**config.mk**
```make
export PLATFORM = sky130hd
export DESIGN_NAME = packet_buffer_tail_drop_scheduler
export DESIGN_NICKNAME = d
export VERILOG_FILES = /design/src/pbtd_pkg.sv /design/src/pbtd_cell.sv /design/src/packet_buffer_tail_drop_scheduler.sv
export VERILOG_INCLUDE_DIRS = /design/src /design/src/src
export SDC_FILE = /design/constraint.sdc
export NUM_CORES = 1
export LEC_CHECK = 0
export ABC_CLOCK_PERIOD_IN_PS = 15050
export BUFFER_PORTS_ARGS = -buffer_cell sky130_fd_sc_hd__buf_2
export CORE_ASPECT_RATIO = 1.25
export CORE_MARGIN = 3
export CORE_UTILIZATION = 63
export DETAILED_ROUTE_END_ITERATION = 10
export GPL_ROUTABILITY_DRIVEN = 0
export PLACE_DENSITY_LB_ADDON = 0.3
export SYNTH_ARGS = -nofsm -noshare
export SYNTH_HDL_FRONTEND = slang
export SYNTH_SLANG_ARGS = --single-unit
export TNS_END_PERCENT = 10
```
**constraint.sdc**
```tcl
create_clock -name i_clk -period 15.05 [get_ports i_clk]
set_clock_uncertainty 0.15 [all_clocks]
set_input_delay 1.505 -clock i_clk [delete_from_list [all_inputs] [get_ports i_clk]]
set_output_delay 1.505 -clock i_clk [all_outputs]
set_load 0.03 [all_outputs]
```
**src/packet_buffer_tail_drop_scheduler_assert.svh**
```systemverilog
// ---------------------------------------------------------------------------
// Assertion macros for the packet buffer tail drop scheduler.
// ---------------------------------------------------------------------------
`ifndef PACKET_BUFFER_TAIL_DROP_SCHEDULER_ASSERT_SVH
`define PACKET_BUFFER_TAIL_DROP_SCHEDULER_ASSERT_SVH

// Implication or condition checked at every rising clock edge outside reset.
`define PBTD_ASSERT(lbl, prop, msg) \
    lbl: assert property (@(posedge i_clk) disable iff (!i_rst_n) prop) else $error(msg);

// Condition checked at every rising clock edge, reset included.
`define PBTD_ASSERT_ALWAYS(lbl, prop, msg) \
    lbl: assert property (@(posedge i_clk) prop) else $error(msg);

`endif

```
**src/pbtd_pkg.sv**
```systemverilog
`timescale 1ns / 1ps
// ---------------------------------------------------------------------------
// pbtd_pkg
// Shared types and constants of the packet buffer tail drop scheduler.
// ---------------------------------------------------------------------------
package pbtd_pkg;

    localparam int TIME_W        = 31;
    localparam int FIN_W         = 32;
    localparam int CAP_W         = 5;
    localparam int DEF_MAX_DEPTH = 16;

    localparam logic [CAP_W-1:0] CAP_RESET = 5'd16;
    localparam logic [FIN_W-1:0] FIN_MAX   = 32'hFFFF_FFFF;

    // Control handed to every cell of the queue.
    typedef struct packed {
        logic retire;   // drop entries that finish at or before the arrival
        logic shift;    // move every entry one cell toward the old end
    } t_cell_ctrl;

    typedef enum logic [2:0] {
        S_IDLE   = 3'b001,
        S_RETIRE = 3'b010,
        S_ENQ    = 3'b100
    } t_state;

endpackage

```
**src/pbtd_cell.sv**
```systemverilog
`timescale 1ns / 1ps
// ---------------------------------------------------------------------------
// pbtd_cell
// One slot of the finish time queue: holds a finish time and a valid bit.
// ---------------------------------------------------------------------------
module pbtd_cell (
    input  logic                        i_clk,
    input  logic                        i_rst_n,
    input  pbtd_pkg::t_cell_ctrl        i_ctrl,
    input  logic [pbtd_pkg::TIME_W-1:0] i_arrival,
    input  logic [pbtd_pkg::FIN_W-1:0]  i_prev_value,
    input  logic                        i_prev_valid,
    output logic [pbtd_pkg::FIN_W-1:0]  o_value,
    output logic                        o_valid
);

    logic [pbtd_pkg::FIN_W-1:0] r_value;
    logic                       r_valid;
    logic                       n_valid;
    logic                       w_done;

    // An entry whose finish time is not later than the arrival is retired.
    assign w_done = (r_value <= pbtd_pkg::FIN_W'(i_arrival));

    always_comb begin
        n_valid = r_valid;
        if (i_ctrl.shift) begin
            n_valid = i_prev_valid;
        end else if (i_ctrl.retire) begin
            n_valid = r_valid && !w_done;
        end
    end

    always_ff @(posedge i_clk) begin
        if (!i_rst_n) begin
            r_valid <= 1'b0;
        end else begin
            r_valid <= n_valid;
        end
    end

    always_ff @(posedge i_clk) begin
        if (i_ctrl.shift) begin
            r_value <= i_prev_value;
        end
    end

    assign o_value = r_value;
    assign o_valid = r_valid;

endmodule

```
**src/packet_buffer_tail_drop_scheduler.sv**
```systemverilog
`timescale 1ns / 1ps
// ---------------------------------------------------------------------------
// packet_buffer_tail_drop_scheduler
// Single-server packet buffer with tail drop, built as a chain of queue cells.
// ---------------------------------------------------------------------------
// Usage:
// Packets arrive on the input channel (i_in_valid / o_in_ready) with their
// arrival and processing times. Each packet yields exactly one result on the
// output channel (o_out_valid / i_out_ready): a dropped flag and the time at
// which service begins (zero for a dropped packet).
// The capacity register is written through its own channel (i_cfg_valid /
// o_cfg_ready), which is always ready; write it only while the block is idle.
// After its transfer, a packet goes through a retire step, in which every
// cell retires its entry in parallel if that entry finishes by the arrival
// time, and then an enqueue step, in which the drop decision, the saturating
// finish-time add and the shift of the chain happen and the result enters
// the output register. A new packet is taken in that enqueue step as the
// previous one commits; the cell chain's retire/enqueue pair paces the input.
// The result sits in an output register. If the receiver stalls, the block
// finishes the retire step of the next packet and then waits in its enqueue
// step until the output register frees up; no input is taken meanwhile.
// Reset empties the queue (all cell valid bits clear) and sets the capacity
// to 16. Cell 0 holds the newest finish time; older entries sit further out.
// ---------------------------------------------------------------------------
`include "packet_buffer_tail_drop_scheduler_assert.svh"

module packet_buffer_tail_drop_scheduler #(
    parameter int MAX_DEPTH = pbtd_pkg::DEF_MAX_DEPTH
) (
    input  logic                        i_clk,
    input  logic                        i_rst_n,
    input  logic                        i_in_valid,
    output logic                        o_in_ready,
    input  logic [pbtd_pkg::TIME_W-1:0] i_arrival,
    input  logic [pbtd_pkg::TIME_W-1:0] i_service,
    output logic                        o_out_valid,
    input  logic                        i_out_ready,
    output logic                        o_dropped,
    output logic [pbtd_pkg::FIN_W-1:0]  o_start,
    input  logic                        i_cfg_valid,
    output logic                        o_cfg_ready,
    input  logic [pbtd_pkg::CAP_W-1:0]  i_cfg_capacity
);

    localparam int IDX_W = (MAX_DEPTH > 1) ? $clog2(MAX_DEPTH) : 1;

    pbtd_pkg::t_state r_state;
    pbtd_pkg::t_state n_state;

    logic [pbtd_pkg::CAP_W-1:0]  r_capacity;
    logic [pbtd_pkg::TIME_W-1:0] r_arrival;
    logic [pbtd_pkg::TIME_W-1:0] r_process;

    logic                        r_out_valid;
    logic                        r_dropped;
    logic [pbtd_pkg::FIN_W-1:0]  r_start;

    logic                        w_in_xfer;
    logic                        w_out_free;
    logic                        w_commit;
    logic                        w_full;
    logic                        w_drop;
    logic [8:0]                  w_cap_m1;
    logic [pbtd_pkg::FIN_W-1:0]  w_start;
    logic [pbtd_pkg::FIN_W:0]    w_sum;
    logic [pbtd_pkg::FIN_W-1:0]  w_finish;
    logic [MAX_DEPTH:0]          w_valid_plus1;

    pbtd_pkg::t_cell_ctrl        w_ctrl;

    logic [pbtd_pkg::FIN_W-1:0]  w_value [MAX_DEPTH];
    logic [MAX_DEPTH-1:0]        w_valid;

    // Configuration port: always ready, capacity updated on every transfer.
    assign o_cfg_ready = 1'b1;

    always_ff @(posedge i_clk) begin
        if (!i_rst_n) begin
            r_capacity <= pbtd_pkg::CAP_RESET;
        end else if (i_cfg_valid) begin
            r_capacity <= i_cfg_capacity;
        end
    end

    // The output register can take a new result when empty or being drained.
    assign w_out_free = !r_out_valid || i_out_ready;
    assign w_commit   = (r_state == pbtd_pkg::S_ENQ) && w_out_free;
    assign o_in_ready = (r_state == pbtd_pkg::S_IDLE) || w_commit;
    assign w_in_xfer  = i_in_valid && o_in_ready;

    always_comb begin
        n_state = r_state;
        case (r_state)
            pbtd_pkg::S_IDLE: begin
                if (w_in_xfer) begin
                    n_state = pbtd_pkg::S_RETIRE;
                end
            end
            pbtd_pkg::S_RETIRE: begin
                n_state = pbtd_pkg::S_ENQ;
            end
            pbtd_pkg::S_ENQ: begin
                if (w_commit) begin
                    n_state = w_in_xfer ? pbtd_pkg::S_RETIRE : pbtd_pkg::S_IDLE;
                end
            end
            default: begin
                n_state = pbtd_pkg::S_IDLE;
            end
        endcase
    end

    always_ff @(posedge i_clk) begin
        if (!i_rst_n) begin
            r_state <= pbtd_pkg::S_IDLE;
        end else begin
            r_state <= n_state;
        end
    end

    always_ff @(posedge i_clk) begin
        if (w_in_xfer) begin
            r_arrival <= i_arrival;
            r_process <= i_service;
        end
    end

    // Valid entries always fill cells 0 up to count-1, so the queue holds at
    // least capacity entries exactly when the cell at capacity-1 is valid.
    // A capacity beyond the depth acts as the depth.
    assign w_cap_m1 = 9'(r_capacity) - 9'd1;

    always_comb begin
        if (r_capacity == '0) begin
            w_full = 1'b1;
        end else if (32'(r_capacity) > MAX_DEPTH) begin
            w_full = w_valid[MAX_DEPTH-1];
        end else begin
            w_full = w_valid[w_cap_m1[IDX_W-1:0]];
        end
    end

    assign w_drop = w_full;

    // Start after the newest queued packet, or at arrival when the queue is
    // empty. The finish time saturates at the largest 32-bit value.
    assign w_start  = w_valid[0] ? w_value[0] : pbtd_pkg::FIN_W'(r_arrival);
    assign w_sum    = (pbtd_pkg::FIN_W + 1)'(w_start)
                    + (pbtd_pkg::FIN_W + 1)'(r_process);
    assign w_finish = w_sum[pbtd_pkg::FIN_W] ? pbtd_pkg::FIN_MAX
                                             : w_sum[pbtd_pkg::FIN_W-1:0];

    assign w_ctrl.retire = (r_state == pbtd_pkg::S_RETIRE);
    assign w_ctrl.shift  = w_commit && !w_drop;

    // Chain of cells: cell 0 takes the new finish time, each other cell takes
    // the entry of its younger neighbor on a shift.
    for (genvar g = 0; g < MAX_DEPTH; g++) begin : g_cell
        if (g == 0) begin : g_head
            pbtd_cell u_cell (
                .i_clk        (i_clk),
                .i_rst_n      (i_rst_n),
                .i_ctrl       (w_ctrl),
                .i_arrival    (r_arrival),
                .i_prev_value (w_finish),
                .i_prev_valid (1'b1),
                .o_value      (w_value[g]),
                .o_valid      (w_valid[g])
            );
        end else begin : g_body
            pbtd_cell u_cell (
                .i_clk        (i_clk),
                .i_rst_n      (i_rst_n),
                .i_ctrl       (w_ctrl),
                .i_arrival    (r_arrival),
                .i_prev_value (w_value[g-1]),
                .i_prev_valid (w_valid[g-1]),
                .o_value      (w_value[g]),
                .o_valid      (w_valid[g])
            );
        end
    end

    always_ff @(posedge i_clk) begin
        if (!i_rst_n) begin
            r_out_valid <= 1'b0;
        end else if (w_commit) begin
            r_out_valid <= 1'b1;
        end else if (i_out_ready) begin
            r_out_valid <= 1'b0;
        end
    end

    always_ff @(posedge i_clk) begin
        if (w_commit) begin
            r_dropped <= w_drop;
            r_start   <= w_drop ? '0 : w_start;
        end
    end

    assign o_out_valid = r_out_valid;
    assign o_dropped   = r_dropped;
    assign o_start     = r_start;

    // Contiguous valid bits from cell 0 make valid + 1 a power of two.
    assign w_valid_plus1 = (MAX_DEPTH + 1)'(w_valid) + 1'b1;

    `PBTD_ASSERT(a_valid_contiguous, $onehot(w_valid_plus1), "queue cells not contiguous")
    `PBTD_ASSERT(a_no_overflow, w_ctrl.shift |-> !w_valid[MAX_DEPTH-1], "shift loses an entry")
    `PBTD_ASSERT(a_drop_zero, (r_out_valid && r_dropped) |-> (r_start == '0), "drop start")
    `PBTD_ASSERT_ALWAYS(a_retire_quiet, w_ctrl.retire |-> !w_ctrl.shift, "retire and shift")

endmodule

```
Word-level counts from Yosys, hierarchy flattened --
Index checks and enable logic that the tools add are counted. W data, S select, Z words.
Storage, ports and cells: flip-flop bits (word level) 632, input port bits 72, output and inout bits 36, word-level logic and storage cells 150
Operators by class: $add $sub $neg 2, magnitude comparators 18, equal/unequal tests 5, mux-type cells 43, reductions and logical operators 43
Operators with widths (number):
- $le A32 B31 Y1 | 16
- $mux W1 | 37
- $add A32 B31 Y33 | 1
- $mux W32 | 1
- $logic_and A1 B1 Y1 | 19
- $logic_not A1 Y1 | 18
- $pmux W3 S3 | 1
- $mux W3 | 2
- $gt A5 B5 Y1 const B | 1
- $logic_not A5 Y1 | 1
- $lt A4 B5 Y1 const B | 1
- $bmux W1 S4 | 1
- $ne A2 B2 Y1 const B | 2
- $reduce_bool A2 Y1 | 2
- $sub A4 B1 Y4 const B | 1
- $eq A3 B1 Y1 const B | 1
- $eq A3 B2 Y1 const B | 1
- $eq A3 B3 Y1 const B | 1
- $logic_or A1 B1 Y1 | 2
- $mux W2 | 1
- $reduce_and A2 Y1 | 1

Logic depth before layout (Yosys ltp) --
Gate-level depths: netlist of run 1.
word-level depth 8, mapped depth 17, gate-level depth less buffers 12

Cells and area by module --
Synthesis of run 1 repeated with hierarchy kept, for this count alone.
Unflattened totals: cell total of the unflattened synthesis 2855, area total of the unflattened synthesis 34675.8 um2
Modules (own cells, without submodules):
- pbtd_cell | times used 16, cells each 146, area each 1791.7 um2, sequential area each 980.9 um2
- packet_buffer_tail_drop_scheduler | times used 1, cells each 519, area each 6008.3 um2, sequential area each 3032.9 um2

Worst setup path after synthesis of run 1 --
Ideal clock, no wire load.
kind in2reg, start point input port i_out_ready, end point register g_cell[0].g_head.u_cell.r_value, in the netlist g_cell[0].g_head.u_cell.o_value[0] (enable), library setup time 475 ps, arrival 6938 ps, data required time 14425 ps, slack 7487 ps, cell stages on the path 4, path buffers 1, cell sequence nor2b_1 -> nor3_1 -> nor2b_4 -> buf_6
RTL lines:
- from (decl) | line packet_buffer_tail_drop_scheduler.sv:37 | input logic i_out_ready,
- to (signal assigned) | line pbtd_cell.sv:44 | r_value <= i_prev_value;
- to (decl) | line pbtd_cell.sv:17 | logic [pbtd_pkg::FIN_W-1:0] r_value;

Worst setup path after layout of run 1 --
start point register r_capacity[0] (netlist bit), end point register g_cell[5].g_body.u_cell.r_value, in the netlist g_cell[5].g_body.u_cell.o_value[4] (enable)
On the way: word-level cells in the longest chain between the ends 7, elaborated cells on any way between the ends 9, those cells by class 1 x add/sub; 1 x order compare; 4 x mux; 3 x reduce/logical
RTL lines:
- from (decl) | line packet_buffer_tail_drop_scheduler.sv:50 | logic [pbtd_pkg::CAP_W-1:0] r_capacity;
- from (signal assigned) | line packet_buffer_tail_drop_scheduler.sv:79 | r_capacity <= pbtd_pkg::CAP_RESET;
- from (signal assigned) | line packet_buffer_tail_drop_scheduler.sv:81 | r_capacity <= i_cfg_capacity;
- $sub A4 B1 Y4 | line packet_buffer_tail_drop_scheduler.sv:131 | assign w_cap_m1 = 9'(r_capacity) - 9'd1;
- $bmux W1 S4 | line packet_buffer_tail_drop_scheduler.sv:139 | w_full = w_valid[w_cap_m1[IDX_W-1:0]];
- $mux W1 (implied by the code) | line packet_buffer_tail_drop_scheduler.sv:139
- $mux W1 | line packet_buffer_tail_drop_scheduler.sv:136 | end else if (32'(r_capacity) > MAX_DEPTH) begin
- $mux W1 (*) | line packet_buffer_tail_drop_scheduler.sv:134 | if (r_capacity == '0) begin
- via w_drop | line packet_buffer_tail_drop_scheduler.sv:62 | logic w_drop;
- $logic_not A1 Y1 (*) | line packet_buffer_tail_drop_scheduler.sv:154 | assign w_ctrl.shift = w_commit && !w_drop;
- $logic_and A1 B1 Y1 (*) | line packet_buffer_tail_drop_scheduler.sv:154
- to (signal assigned) | line pbtd_cell.sv:44
- to (decl) | line pbtd_cell.sv:17
The timed path passes the listed nets; every way through them passes the cells marked *. The select of a mux whose other input is x is not followed. A chain may end at the register's enable or synchronous reset.

==> results of run 1 <==
[cells in the final DEF (no fill, tap or decap), drive strengths merged, types with 64 or more instances in the layout]
cell / instances
clkbuf: 80
nand4: 117
ha: 529
o21a: 64
edfxtp: 607
a21o: 227
buf: 117
nor2: 85
a21oi: 110
nand2: 75
[layer usage]
metal / wire length, um / track usage / vias up
met1: 24440 / 0.2639 / 9727
met3: 2126 / 0.02486 / 166
met4: 2967 / 0.1059 / 0
met2: 34510 / 0.4449 / 443
met5: 0 / 0 / -
li1: - / - / 9537
[layout make-up]
type                            instances  area [um2]
Fill cell                            3268       15250
Multi-Input combinational cell       1592       13420
Clock buffer                           80        1583
Tap cell                              658       823.3
Clock inverter                         22       123.9
Timing Repair Buffer                  117       625.6
Inverter                               55       206.4
Sequential cell                       632       18730
[worst min-delay path by stage]
stage,end,cells past startpoint,slack [ps]
6_report,g_cell[11].g_body.u_cell.o_value[0],0,300
5_1_grt,g_cell[9].g_body.u_cell.o_value[0],0,300
4_1_cts,g_cell[2].g_body.u_cell.o_value[0],0,290
3_5_place_dp,g_cell[2].g_body.u_cell.o_value[0],0,280
3_3_place_gp,g_cell[3].g_body.u_cell.o_value[26],0,280
2_1_floorplan,g_cell[10].g_body.u_cell.o_value[0],0,280
[logic make-up (layout without fill, tap and decap cells)]
logic type | count (synthesis) | after routing | synth area share
adder cells (fa/ha/maj) | 530 | 530 | 0.2043
XOR/XNOR | 28 | 28 | 0.007546
buffers and inverters | 87 | 274 | 0.01116
other | 1 | 1 | 0.0001154
AND/OR/NAND/NOR | 435 | 435 | 0.07049
AO/OA/AOI/OAI | 586 | 586 | 0.1245
flip-flops | 632 | 632 | 0.5762
multiplexers | 12 | 12 | 0.005659
[flip-flops by register name (all words and copies together) (netlist names)]
name / flops
g_cell.g_body.u_cell.o_valid: 15
g_cell.g_body.u_cell.o_value: 480
g_cell.g_head.u_cell.o_valid: 1
g_cell.g_head.u_cell.o_value: 32
o_dropped: 1
o_out_valid: 1
o_start: 32
r_arrival: 31
r_capacity: 5
r_process: 31
r_state: 3
[worst register-to-register path: cells and delay by family, from the launching register on]
family          cells  cell delay [ps]
simple gates        2              390
fa+ha+maj           1              420
flops               1              540
mux                 2             1040
compound gates      1              720
buf+inv             4             2840
[metrics by stage]
step           std cells  power (W)  hold WS [ps]  utilization
3_3_place_gp        3054   0.002320         281.3       0.6660
5_1_grt             3156   0.003797         304.6       0.6996
3_5_place_dp        3054   0.002340         281.7       0.6660
6_report            3156   0.003662         296.6       0.6996
4_1_cts             3156   0.003683         294.1       0.6996
2_1_floorplan       2311   0.002238         276.4            -
[power breakdown]
| group | switching, W | leakage [nW] | internal (W) | total, W |
|---|---|---|---|---|
| Combinational | 0.000218 | 7.96 | 0.000149 | 0.000367 |
| Sequential | 0.00000851 | 5.69 | 0.00193 | 0.00194 |
| Clock | 0.000610 | 0.847 | 0.000745 | 0.00135 |
==> impl_results.md, run 1 <==
- CTS tree: yes
- Post-DRT Antenna Nets: 0
- Leakage: roughly 15 nW
- Die H: 259.9 um
- Vias/cell: 6.297
- Peak VDD IR: 0.0001316 V
- Cts bufs inserted: 57
- Share of post-route cells with drive strength above 1: 0.08567
- Starting DRT DRC Count: around 1000
- Post-synth EDFFs: 607
- Tcrit/Tclk final: 0.4349
- Register area share after synthesis: 0.5762
- Critical Path Fanout Max: roughly 230
- Grt ovf: 0
- Type of the worst setup path: reg2reg
- Post-Place Worst Slack: approximately 8600 ps
- WP depth: 10
- Synth Instances: ~2300
- HP Class: reg2reg
- Crit Reg-Reg Endpoint: g_cell[5].g_body.u_cell.o_value[4]
- Post-route setup slack: around 8500 ps
- Syn Area/Cell: around 14 um2
- DIE AREA: about 54000 um2
- Max Fclk: approximately 150 MHz
- Synth top area share: 0.5608
- Synth area leaders: edfxtp_1 56%, ha_1 20%, a21o_1 5.2%, nand4_1 2.3%, a21oi_1 1.7%
- RSZ-0062 raised after global routing: no
- Actual slew at the worst max-slew pin: 1394 ps
- Fin crit period: around 6500 ps
- Dominant synthesized flop cell: edfxtp_1
- Worst-case reg-to-reg path depth: 10
- Die W: 209.2 um
- Worst path slowest cell: buf_4
- Io pins: 108
- Post-synth net total: just under 3000
- CP endpoint: g_cell[5].g_body.u_cell.o_value[4]
- Starting density of the core: 0.6402
- Via count: about 20000
- Design area: ~36000 um2
- Area Growth Syn to Fin: 9.278%
- Cell area after synthesis: ~32000 um2
- WL final: about 64 mm
- Power Density: just over 100 nW/um2
- Hold Path Origin: g_cell[10].g_body.u_cell.o_value[0]
- Commonest cells in the netlist: 607 x edfxtp_1, 529 x ha_1, 227 x a21o_1
- Worst slew margin: 0.07076
- Post-synth cell types: 56
- GR Util All Layers: 0.2343
- Area after DPL: approximately 34000 um2
- Vias in the first global route: between 20000 and 25000
- Worst R2R Start: r_capacity[0]
- Setup TNS: 0 ps
- Final setup violation count: 0
- CP endpoint kind: flop
- Final hold vios: 0
- CP delay by family, top: buffers and inverters
- Max stage delay on crit path: 1000 ps
- R2R Setup Slk: about 8500 ps
- Clock sink total: around 630
- CP arrival: 6590 ps
- Hold buffers post-CTS: 0
- H-tree level count: 2
- Detailed Place HPWL: 46.56 mm
- Crit path from: r_capacity[0]
- Max Cap Viol: 0
- Register bit count reported by yosys: about 630
- Clock-pin slew on the worst setup and hold paths: ~60 ps
- Max-slew violation count: 0
- IO Port Bufs: roughly 110
- Antenna cells: 0
- Ordered cell list for the critical path: inv_1 > ha_1 > mux4_2 > mux4_2 > a21oi_4 > nor2_2 > nor2b_4 > buf_4 > buf_12 > buf_4
- Worst-Skew Late Latency: 580 ps
- Cell with the most instances after synthesis: edfxtp_1
- DRC: 0
- Layout net count: just over 3000
- Root buf cell: clkbuf_16
- Post-CTS Resized: 0
- First-pass GRT wire length: 103.2 mm
- Outcome: completed
- Worst EP required: roughly 15000 ps
- Post-CTS Setup Inserts: 0
- Initial antenna violation count: 0
- Pre-antenna DRT Iters: 5
- Synth area leader: edfxtp_1
- CP startpoint kind: flop
- Wire per inst: between 20 and 25 um
- Largest net degree at the start of global routing: about 230
- Ys async rst share: 0
- WP buf/inv: 4
- Core box area: between 50000 and 60000 um2
- CTS Buffer Depth: 3
- Cell row count: 92
- Yosys warns: 0
Power figures use the tool's default switching activity.
==> inputs of run 2 (changes only) <==
--- a/config.mk
+++ b/config.mk
@@ -6,11 +6,12 @@
 export SDC_FILE = /design/constraint.sdc
 export NUM_CORES = 1
 export LEC_CHECK = 0
-export ABC_CLOCK_PERIOD_IN_PS = 15050
+export ABC_AREA = 1
+export ABC_CLOCK_PERIOD_IN_PS = 5400
 export BUFFER_PORTS_ARGS = -buffer_cell sky130_fd_sc_hd__buf_2
 export CORE_ASPECT_RATIO = 1.25
 export CORE_MARGIN = 3
-export CORE_UTILIZATION = 63
+export CORE_UTILIZATION = 57
 export DETAILED_ROUTE_END_ITERATION = 10
 export GPL_ROUTABILITY_DRIVEN = 0
 export PLACE_DENSITY_LB_ADDON = 0.3
==> constraint.sdc (replaced) <==
create_clock -name i_clk -period 5.4 [get_ports i_clk]
set_clock_uncertainty 0.15 [all_clocks]
set_input_delay 0.54 -clock i_clk [delete_from_list [all_inputs] [get_ports i_clk]]
set_output_delay 0.54 -clock i_clk [all_outputs]
set_load 0.03 [all_outputs]
==> run 2 against run 1 <==
Against the previous run:
- combinational power grew to 3.8 times the previous value
- sequential cell count unchanged
- via count increased by 20%
- sequential share of layout area shrank 3.7 points
- die area grew 16%
- routed wire length is 20% higher
- largest cell class unchanged
==> impl_results.md, run 2 <==
- Max FFs per register: 480 (unchanged)
- Vias/cell: 5.734 (was 6.297)
- Starting density of the core: 0.5807 (was 0.6402)
- Met3 wire length: 3.847 mm (was 2.126 mm)
- Layout Cells excl Fill: 4163 (was 3156)
- Largest net degree at the start of global routing: 147 (was 227)
- Via count: 23870 (was 19870)
- Most frequent cells in the layout: 731 x nand2_1, 607 x edfxtp_1, 528 x ha_1 (was 607 x edfxtp_1, 529 x ha_1, 227 x a21o_1)
- Crit Reg-Reg Endpoint: g_cell[0].g_head.u_cell.o_value[22] (was g_cell[5].g_body.u_cell.o_value[4])
- Area Growth Syn to Fin: 11.46% (was 9.278%)
- Ys async rst share: 0 (unchanged)
- Post-CTS Setup Inserts: 0 (unchanged)
- Placed Cells: 3991 (was 3054)
- Fill count: 4291 (was 3268)
- Type of the worst setup path: reg2reg (unchanged)
- Synth area leader: edfxtp_1 (unchanged)
- Critical Path Fanout Max: 32 (was 226)
- Register bit count reported by yosys: 632 (unchanged)
- Worst-case reg-to-reg path depth: 13 (was 10)
- GR Util All Layers: 0.2445 (was 0.2343)
- Vias in the first global route: 25050 (was 21220)
- Post-route setup slack: 1351 ps (was 8505 ps)
- Clock-pin slew on the worst setup and hold paths: 70 ps (was 60 ps)
- CTS tree: yes (unchanged)
- Final hold vios: 0 (unchanged)
- Cell with the most instances after synthesis: nand2_1 (was edfxtp_1)
- Clock sink total: 632 (unchanged)
- Ordered cell list for the critical path: inv_1 > buf_4 > or2_2 > o21ai_0 > inv_1 > fa_1 > nand3_1 > nand2_1 > a21boi_0 > o21ai_1 > a21boi_0 > or2_1 > nand3_2 (was inv_1 > ha_1 > mux4_2 > mux4_2 > a21oi_4 > nor2_2 > nor2b_4 > buf_4 > buf_12 > buf_4)
- CP arrival: 4260 ps (was 6590 ps)
- Hold Path Origin: i_in_valid (was g_cell[10].g_body.u_cell.o_value[0])
- Area after DPL: 35760 um2 (was 33810 um2)
- CP startpoint kind: flop (unchanged)
- HP Class: in2reg (was reg2reg)
- Dominant synthesized flop cell: edfxtp_1 (unchanged)
- Io pins: 108 (unchanged)
- End of the worst hold path: r_state[0] (was g_cell[11].g_body.u_cell.o_value[0])
- Most common cell after layout, fill and taps aside: nand2_1 (was edfxtp_1)
- Total Power: 0.01080 W (was 0.003662 W)
- Cell row count: 99 (was 92)
- Routed metal-1 wire length: 27.06 mm (was 24.44 mm)
- WL final: 76.76 mm (was 64.05 mm)
- Post-synth EDFFs: 607 (unchanged)
- Leakage: 16.19 nW (was 14.50 nW)
- CTS Buffer Depth: 3 (unchanged)
- Cell area after synthesis: 34240 um2 (was 32500 um2)
- First-pass GRT wire length: 122.2 mm (was 103.2 mm)
- Worst-Skew Late Latency: 620 ps (was 580 ps)
- Starting DRT DRC Count: 1635 (was 1045)
- Commonest cells in the netlist: 731 x nand2_1, 607 x edfxtp_1, 529 x ha_1 (was 607 x edfxtp_1, 529 x ha_1, 227 x a21o_1)
- Min Hold Slack: 53.87 ps (was 296.6 ps)
- Register area share after synthesis: 0.5470 (was 0.5762)
- WP buf/inv: 3 (was 4)
- Layout net count: 3961 (was 3057)
- Power Density: 283.0 nW/um2 (was 103.1 nW/um2)
- Peak VDD IR: 0.0003366 V (was 0.0001316 V)
- Design area: 38160 um2 (was 35520 um2)
- Worst path slowest cell: dfxtp_1 (was buf_4)
- Detailed Place HPWL: 56.01 mm (was 46.56 mm)
- Actual slew at the worst max-slew pin: 1052 ps (was 1394 ps)
- Cts bufs inserted: 61 (was 57)
- Max Fclk: 247.0 MHz (was 152.8 MHz)
- Post-Place Worst Slack: 1464 ps (was 8625 ps)
- RSZ-0062 raised after global routing: no (unchanged)
- Worst EP required: 5610 ps (was 15090 ps)
- Post-DRT Antenna Nets: 0 (unchanged)
- Wire per inst: 18.44 um (was 20.29 um)
- Worst slew margin: 0.2989 (was 0.07076)
- Max Cap Viol: 0 (unchanged)
- Yosys warns: 0 (unchanged)
- Worst R2R Start: g_cell[0].g_head.u_cell.o_valid (was r_capacity[0])
- Final setup violation count: 0 (unchanged)
- DRC: 0 (unchanged)
- Syn Area/Cell: 10.91 um2 (was 14.06 um2)
- CP endpoint kind: flop (unchanged)
- WHS Path Cells: 2 (was 0)
- Pre-antenna DRT Iters: 6 (was 5)
- Initial antenna violation count: 1 (was 0)
- Post-synth net total: 3739 (was 2913)
- H-tree level count: 2 (unchanged)
- Share of post-route cells with drive strength above 1: 0.07959 (was 0.08567)
- Outcome: completed (unchanged)
- Max stage delay on crit path: 730 ps (was 1000 ps)
- Root buf cell: clkbuf_16 (unchanged)
- Die W: 225.2 um (was 209.2 um)
- DR WL met2: 41.32 mm (was 34.51 mm)
- Die H: 280.0 um (was 259.9 um)
- IO Port Bufs: 106 (unchanged)
- Max-slew violation count: 0 (unchanged)
- Core box area: 58960 um2 (was 50760 um2)
- Max Used Layer: met4 (unchanged)
- Synth area leaders: edfxtp_1 53%, ha_1 19%, nand2_1 8.0%, a21oi_1 3.7%, inv_1 3.4% (was edfxtp_1 56%, ha_1 20%, a21o_1 5.2%, nand4_1 2.3%, a21oi_1 1.7%)
- Fin crit period: 4049 ps (was 6545 ps)
- Tcrit/Tclk final: 0.7499 (was 0.4349)
- DIE AREA: 63060 um2 (was 54370 um2)
- Synth Instances: 3137 (was 2311)
- CP delay by family, top: compound AO/OA/AOI/OAI gates (was buffers and inverters)
- Synth top area share: 0.5324 (was 0.5608)
- R2R Setup Slk: 1350 ps (was 8510 ps)
- Grt ovf: 0 (unchanged)
- Post-synth cell types: 46 (was 56)
==> run 2: changes by cell type after synthesis, sizes merged, moves of 19 or more <==
cell	previous run	this run
o21a	64	23
o21ai	63	97
inv	55	317
nand3	51	111
nor2	85	214
nor2b	27	5
nand2	75	734
a21o	227	20
a21oi	110	266
or2	3	37
a211oi	38	1
nand4	117	48
or3	19	0
==> run 2: cells by family (layout without fill, tap and decap cells) <==
family	count (synthesis)	in the layout	share of synthesized area
AO/OA/AOI/OAI	421	421	0.06768
XOR/XNOR	17	17	0.004349
adder cells (fa/ha/maj)	530	530	0.1939
buffers and inverters	339	607	0.03907
flip-flops	632	632	0.5470
other	1	2	0.0001095
AND/OR/NAND/NOR	1197	1197	0.1479
==> run 2: worst max path at each step <==
stage                                    start                             endpoint  slack (ps)  cells after the start
3_3_place_gp   g_cell[0].g_head.u_cell.o_valid   g_cell[0].g_head.u_cell.o_value[6]        1650                     15
3_5_place_dp   g_cell[0].g_head.u_cell.o_valid   g_cell[0].g_head.u_cell.o_value[6]        1460                     15
6_report       g_cell[0].g_head.u_cell.o_valid  g_cell[0].g_head.u_cell.o_value[22]        1350                     13
5_1_grt        g_cell[0].g_head.u_cell.o_valid   g_cell[0].g_head.u_cell.o_value[6]        1190                     15
2_1_floorplan                    r_capacity[0]   g_cell[0].g_head.u_cell.o_value[0]       -4370                     13
4_1_cts        g_cell[0].g_head.u_cell.o_valid  g_cell[0].g_head.u_cell.o_value[13]        1460                     15
==> run 2: metrics by stage <==
stage                 util  setup TNS [ps]
global placement    0.6065               0
detailed placement  0.6065               0
global route        0.6472               0
finish              0.6472               0
floorplan                -        -2235580
CTS                 0.6472               0
==> run 2: repair_timing <==
item	in CTS	in global routing
hold buffers	62	0
resized for setup	0	0
hold endpoints to repair	62	0
==> run 2: power by group <==
part	total [W]	internal (W)	switching, W
Sequential	0.00545	0.00541	0.0000435
Combinational	0.00140	0.000494	0.000905
Clock	0.00395	0.00215	0.00180
==> run 2: layout make-up <==
type                    count  area, um2  area share
diodes                      1      2.502  0.00006558
clock buffers              77       1587     0.04158
clock inverters            32      187.7    0.004918
inverters                 317       1196     0.03135
multi-input cells        2166      14200      0.3721
flip-flops and latches    632      18730      0.4908
well taps                 757      947.2     0.02482
repair buffers            181       1311     0.03436
==> run 2: per-layer routing <==
| layer | global-route usage | vias to the layer above |
|---|---|---|
| li1 | - | 11470 |
| met1 | 0.2561 | 11350 |
| met2 | 0.4712 | 801 |
| met3 | 0.03422 | 258 |
| met4 | 0.1278 | 0 |
| met5 | 0 | - |
==> run 2: worst reg2reg max path: stages (launching register included) <==
cell and delay [ps]:
dfxtp_1 730, inv_1 90, buf_4 260, or2_2 320, o21ai_0 100, inv_1 120, fa_1 450, nand3_1 110
nand2_1 110, a21boi_0 490, o21ai_1 320, a21boi_0 330, or2_1 170, nand3_2 60
